### config.mk
export PLATFORM = sky130hd
export DESIGN_NAME = lps_divstep
export DESIGN_NICKNAME = d
export VERILOG_FILES = /design/src/rtl/lps_pkg.sv /design/src/rtl/lps_divstep.sv
export SDC_FILE = /design/constraint.sdc
export NUM_CORES = 1
export LEC_CHECK = 0
export BUFFER_PORTS_ARGS = -buffer_cell sky130_fd_sc_hd__buf_2
export CAP_MARGIN = 15
export CORE_MARGIN = 1.5
export CORE_UTILIZATION = 47
export DETAILED_ROUTE_END_ITERATION = 8
export PLACE_DENSITY = 0.7
export SETUP_SLACK_MARGIN = 0.02
export SYNTH_ARGS = -nofsm -noshare
export SYNTH_HDL_FRONTEND = slang
export SYNTH_SLANG_ARGS = --single-unit
### constraint.sdc
create_clock -name vclk -period 18.9
set_clock_uncertainty 0.2 [all_clocks]
set_input_delay 0.945 -clock vclk [all_inputs]
set_output_delay 0.945 -clock vclk [all_outputs]
set_load 0.01 [all_outputs]
### src/rtl/lps_pkg.sv
// package: sizes, command and state codes, letter conversion table for the light pattern sequencer
package lps_pkg;

  localparam int STYLES      = 32;
  localparam int SLOTS       = 64;
  localparam int STYLE_W     = 5;
  localparam int SLOT_W      = 6;
  localparam int ADDR_W      = STYLE_W + SLOT_W;
  localparam int DEPTH       = STYLES * SLOTS;
  localparam int RGB_W       = 24;
  localparam int LEN_W       = 6;
  localparam int TIME_W      = 31;
  localparam int DIG_BITS    = 4;
  localparam int DIG_N       = 8;
  localparam int DIG_W       = 3;
  localparam int WORK_W      = DIG_BITS * DIG_N;
  localparam int TICK_MS     = 50;
  localparam int MAX_OUT     = 32;
  localparam int OUT_COUNT   = (STYLES < MAX_OUT) ? STYLES : MAX_OUT;

  localparam logic [7:0]         LETTER_A  = 8'h61;
  localparam logic [7:0]         LETTER_Z  = 8'h7a;
  localparam logic [LEN_W-1:0]   TICK_DIV  = LEN_W'(TICK_MS);
  localparam logic [LEN_W-1:0]   LEN_MAX   = LEN_W'(SLOTS - 1);
  localparam logic [STYLE_W-1:0] LAST_STY  = STYLE_W'(OUT_COUNT - 1);
  localparam logic [ADDR_W-1:0]  LAST_ADDR = ADDR_W'(DEPTH - 1);
  localparam logic [DIG_W-1:0]   TOP_DIG   = DIG_W'(DIG_N - 1);

  typedef enum logic [1:0] {
    CMD_WRITE  = 2'd0,
    CMD_LENGTH = 2'd1,
    CMD_TICK   = 2'd2,
    CMD_CLEAR  = 2'd3
  } cmd_t;

  typedef enum logic [3:0] {
    ST_CLEAR,
    ST_IDLE,
    ST_WR_READ,
    ST_WR_WRITE,
    ST_DIV,
    ST_LEN,
    ST_MOD,
    ST_READ,
    ST_EMIT
  } state_t;

  function automatic logic [7:0] letter_level(input logic [7:0] letter);
    logic [4:0] k;
    logic [7:0] lvl;
    if (letter < LETTER_A) begin
      k = 5'd0;
    end else if (letter > LETTER_Z) begin
      k = 5'd25;
    end else begin
      k = 5'(letter - LETTER_A);
    end
    unique case (k)
      5'd0:    lvl = 8'd0;
      5'd1:    lvl = 8'd10;
      5'd2:    lvl = 8'd20;
      5'd3:    lvl = 8'd30;
      5'd4:    lvl = 8'd40;
      5'd5:    lvl = 8'd51;
      5'd6:    lvl = 8'd61;
      5'd7:    lvl = 8'd71;
      5'd8:    lvl = 8'd81;
      5'd9:    lvl = 8'd91;
      5'd10:   lvl = 8'd102;
      5'd11:   lvl = 8'd112;
      5'd12:   lvl = 8'd122;
      5'd13:   lvl = 8'd132;
      5'd14:   lvl = 8'd142;
      5'd15:   lvl = 8'd153;
      5'd16:   lvl = 8'd163;
      5'd17:   lvl = 8'd173;
      5'd18:   lvl = 8'd183;
      5'd19:   lvl = 8'd193;
      5'd20:   lvl = 8'd204;
      5'd21:   lvl = 8'd214;
      5'd22:   lvl = 8'd224;
      5'd23:   lvl = 8'd234;
      5'd24:   lvl = 8'd244;
      default: lvl = 8'd255;
    endcase
    return lvl;
  endfunction

endpackage

### src/rtl/lps_divstep.sv
// shared remainder unit: four restoring division steps on a narrow divisor
module lps_divstep (
  input  logic [lps_pkg::LEN_W-1:0]    rem_in,
  input  logic [lps_pkg::DIG_BITS-1:0] digit,
  input  logic [lps_pkg::LEN_W-1:0]    divisor,
  output logic [lps_pkg::LEN_W-1:0]    rem_out,
  output logic [lps_pkg::DIG_BITS-1:0] quot
);
  import lps_pkg::*;

  logic [LEN_W-1:0] r;
  logic [LEN_W:0]   t;

  always_comb begin
    r    = rem_in;
    t    = '0;
    quot = '0;
    for (int i = DIG_BITS - 1; i >= 0; i--) begin
      t = {r, digit[i]};
      if (t >= {1'b0, divisor}) begin
        r       = LEN_W'(t - {1'b0, divisor});
        quot[i] = 1'b1;
      end else begin
        r = t[LEN_W-1:0];
      end
    end
    rem_out = r;
  end

endmodule

* After elaboration in Yosys (flattened, before gate mapping) *
Cells that the tools add are included.

storage, ports and cells
  flip-flop bits (word level) = 0
  bits of input ports = 16
  output and inout bits = 10
  logic and storage cells = 16

cells by class
  $add $sub $neg = 4
  magnitude comparators = 4
  muxes and demuxes = 8

operators by type and width
  cell                          number
  >= comparator 7 x 6 -> 1 bit  4
  2-to-1 mux 6 bit              4
  subtractor 6 bit              4
  2-to-1 mux 1 bit              4

* Logic depth before layout (Yosys ltp) *
  depth after elaboration = 8
  mapped depth = 35
  gate-level depth less buffers = 32

* Worst setup path after synthesis *
OpenSTA, ideal clock, no wires.

  path kind = input -> output
  start = input divisor[5] (netlist bit)
  end = output rem_out[2] (netlist bit)
  arrival time = 7701 ps
  data required time = 17755 ps
  slack = 10054 ps
  cell stages on the path = 33
  buffers on the path = 3
  cell sequence = inv_1 > ha_1 > clkbuf_1 > nand3_1 > nand2_1 > a41oi_1 > mux2_2 > ha_1 > o21ai_0 > a21oi_1 > o211ai_1 > nand4_4 > clkbuf_1 > o21ai_0 > inv_1 > ha_1 > nor2b_1 > o21ai_0 > nand3_1 > a21oi_1 > nand2_1 > mux2i_4 > nand2_1 > o21ai_0 > ha_1 > a21o_1 > a21o_1 > a21o_1 > a21oi_1 > o21ai_1 > a2111o_1 > buf_6 > a222oi_1

on the way
  cells in the longest elaborated chain, start to end = 8
  elaborated cells between the ends (all ways) = 12
  those cells by class = add/sub (4); order compare (4); mux (4)

ends and longest elaborated chain
  element                                                                  line                                  text
  from (decl)                                                              lps_divstep.sv:5                      input logic [lps_pkg::LEN_W-1:0] divisor,
  subtractor 6 bit / >= comparator 7 x 6 -> 1 bit (equally long branches)  lps_divstep.sv:21, lps_divstep.sv:20
  2-to-1 mux 6 bit                                                         lps_divstep.sv:20                     if (t >= {1'b0, divisor}) begin
  >= comparator 7 x 6 -> 1 bit / subtractor 6 bit (equally long branches)  lps_divstep.sv:20, lps_divstep.sv:21
  2-to-1 mux 6 bit                                                         lps_divstep.sv:20
  subtractor 6 bit / >= comparator 7 x 6 -> 1 bit (equally long branches)  lps_divstep.sv:21, lps_divstep.sv:20
  2-to-1 mux 6 bit                                                         lps_divstep.sv:20
  subtractor 6 bit / >= comparator 7 x 6 -> 1 bit (equally long branches)  lps_divstep.sv:21, lps_divstep.sv:20
  2-to-1 mux 6 bit (*)                                                     lps_divstep.sv:20
  to (decl)                                                                lps_divstep.sv:6                      output logic [lps_pkg::LEN_W-1:0] rem_out,

Every way passes the cells marked *; elsewhere a longest branch is shown, timed or not.

* Worst setup path in the final report *
  start = input divisor[5] (netlist bit)
  end = output rem_out[1] (netlist bit)

on the way
  cells in the longest elaborated chain, start to end = 8
  elaborated cells between the ends (all ways) = 12
  those cells by class = add/sub (4); order compare (4); mux (4)

ends and longest elaborated chain
  element                                                                  line
  subtractor 6 bit / >= comparator 7 x 6 -> 1 bit (equally long branches)  lps_divstep.sv:21, lps_divstep.sv:20
  2-to-1 mux 6 bit                                                         lps_divstep.sv:20
  >= comparator 7 x 6 -> 1 bit / subtractor 6 bit (equally long branches)  lps_divstep.sv:20, lps_divstep.sv:21
  2-to-1 mux 6 bit                                                         lps_divstep.sv:20
  >= comparator 7 x 6 -> 1 bit / subtractor 6 bit (equally long branches)  lps_divstep.sv:20, lps_divstep.sv:21
  2-to-1 mux 6 bit                                                         lps_divstep.sv:20
  subtractor 6 bit / >= comparator 7 x 6 -> 1 bit (equally long branches)  lps_divstep.sv:21, lps_divstep.sv:20
  2-to-1 mux 6 bit (*)                                                     lps_divstep.sv:20

Marks and branches as above.

==> metrics.md <==
| Metric | Value |
|---|---|
| Outcome | `completed` |
| First-pass GRT wire length | `6170 um` |
| Post-route setup slack | `between 8 and 9 ns` |
| Global Route Usage Sum | `0.232` |
| Synth top area cells | `ha_1 (22%), fa_1 (5.9%), inv_1 (5.2%), a21oi_1 (4.8%), xnor2_1 (4.5%)` |
| Antenna Nets Post-Route | `0` |
| Pin count of the biggest net entering global routing | `13` |
| Worst EP arrival | `~8.9 ns` |
| Hold WC Path Type | `input port to output port` |
| Pins Over Slew Limit | `0` |
| Syn Std Cell Area | `1360 um^2` |
| Critical Path Sink Type | `output port` |
| Mapped Cells | `177` |
| Pleak | `around 0.75 nW` |
| Initial antenna violation count | `0` |
| Post-CTS Setup Bufs | `0` |
| FMAX | `0.100 GHz` |
| # diodes | `0` |
| Finished Cell Area | `1510 um^2` |
| Worst path depth | `31` |
| Max VDD drop | `0.000160 V` |
| Sequential cell count | `0` |
| Routability cong. | `0.835` |
| RSZ-0062 raised after global routing | `false` |
| Period minus WS final | `between 9 and 10 ns` |
| Die ar. | `3230 um^2` |
| Kind of critical path | `input port to output port` |
| Starting Density | `0.493` |
| Drt pass-1 iters | `4` |
| Sequential area share after synthesis | `0` |
| Number of remaining DRC errors | `0` |
| Core area | `about 2800 um^2` |
| Mapped Nets | `221` |
| IO Port Bufs | `26` |
| Final worst-path cycle share | `0.529` |
| Syn_area_per_cell | `7.68 um^2` |
| Delay of the slowest cell on the worst path | `a little under 0.6 ns` |
| Synth cell count leaders | `ha_1 (24), inv_1 (19), a21oi_1 (13), nand2_1 (13), nor2_1 (12)` |
| Final Hold Viols | `0` |
| Most frequent cell after synthesis | `ha_1` |
| DRT iter0 DRCs | `58` |
| Total Nets Final | `246` |
| CTS Hold Buffers Added | `0` |
| Total gr overflow | `0` |
| Area Overhead vs Synth | `11.0%` |
| CP bufs+invs | `4` |
| Critical Path Slowest Stage Cell | `a2111o_1` |
| Worst slew pin tran | `around 0.54 ns` |
| Share of cells above drive strength 1 | `0.170` |
| Via count | `1,419` |
| Max-capacitance violation count | `0` |
| PD cells | `163 nW/um^2` |
| Slew Limit Headroom | `0.634` |
| I/O pins | `26` |
| Vias in the first global route | `approximately 1.5k` |
| Die H | `~57 um` |
| Worst slack, placed | `~8.9 ns` |
| Ys Warns | `0` |
| Fillers | `275` |
| CLK BUF | `0` |
| Reg area | `0 um^2` |
| Yosys top cell area share | `0.221` |
| Critical path's top delay family | `compound AO/OA/AOI/OAI gates` |
| Final setup fails | `0` |
| Post-CTS sizing | `0` |
| Worst EP required | `between 15 and 20 ns` |
| Post-DP Area | `1510 um^2` |
| Post-Route WL | `3530 um` |
| Critical path peak fanout | `12` |
| Post-DR vias/cell | `6.14` |
| FP Rows | `19` |
| Die W | `56.8 um` |
| Top cell type by total area after synthesis | `ha_1` |
| HPWL Detailed | `roughly 3000 um` |
| Fin Setup TNS | `0 ns` |
| Hold path depth | `3` |
| Wire per inst | `between 15 and 20 um` |
| Netlist cell types | `46` |
| Startpoint Class | `input port` |
## metal layers
metal  share of wire  vias to the layer above  track usage
li1                -                      709            -
met1            0.42                      678        0.266
met2            0.54                       28        0.468
met3           0.024                        4      0.00922
met4          0.0096                        0       0.0399
met5               0                        -            0
## where the power goes
group	switching, mW	internal (mW)
clock network	0	0
logic	0.136	0.111
registers	0	0
## cells by family after synthesis
logic type      Yosys count  share of synthesized area
xor+xnor                 11                     0.0708
simple gates             52                      0.214
fa+ha+maj                28                      0.280
mux                      11                     0.0948
buf+inv                  23                     0.0708
compound gates           52                      0.270
## final cells by class
class	count	area, um^2	share of cell area
inverter	20	77.6	0.0514
timing repair buffer	26	130	0.0862
tap	31	38.8	0.0257
multi-input combinational	154	1260	0.837
## worst min-delay path, delay by kind of cell
| kind | cells | cell delay (ns) |
|---|---|---|
| AO/OA/AOI/OAI | 1 | 0.13 |
| buffers and inverters | 2 | 0.22 |
## placed cells by master, fill, tap and decap left out, types with 3 or more instances in the layout
cell type / Yosys / routed
xor2_1: 4 / 4
ha_1: 24 / 24
a211oi_1: 4 / 4
nand3_1: 3 / 3
nor2_1: 12 / 12
inv_1: 19 / 19
o21ai_0: 7 / 7
a21oi_1: 13 / 13
nor4bb_1: 3 / 3
a221o_1: 5 / 5
fa_1: 4 / 4
nand2_1: 13 / 13
nor2b_1: 6 / 6
mux2i_1: 5 / 5
a21o_1: 6 / 6
mux2_2: 4 / 4
xnor2_1: 7 / 7
buf_2: 0 / 26
## final timing paths
check,from,to,slack [ns]
worst max-delay path,divisor[5],rem_out[1],8.91
worst min-delay path,digit[1],rem_out[1],2.04
## per-stage QoR
stage	util	instances	hold slack (ns)	power, mW
after detailed placement	0.548	231	2.04	0.244
after global routing	0.548	231	2.06	0.272
final	0.548	231	2.04	0.247
after global placement	0.548	231	2.03	0.237
after floorplan	-	177	1.84	0.190
after CTS	0.548	231	2.04	0.246
(Power assumes the default switching activity.)
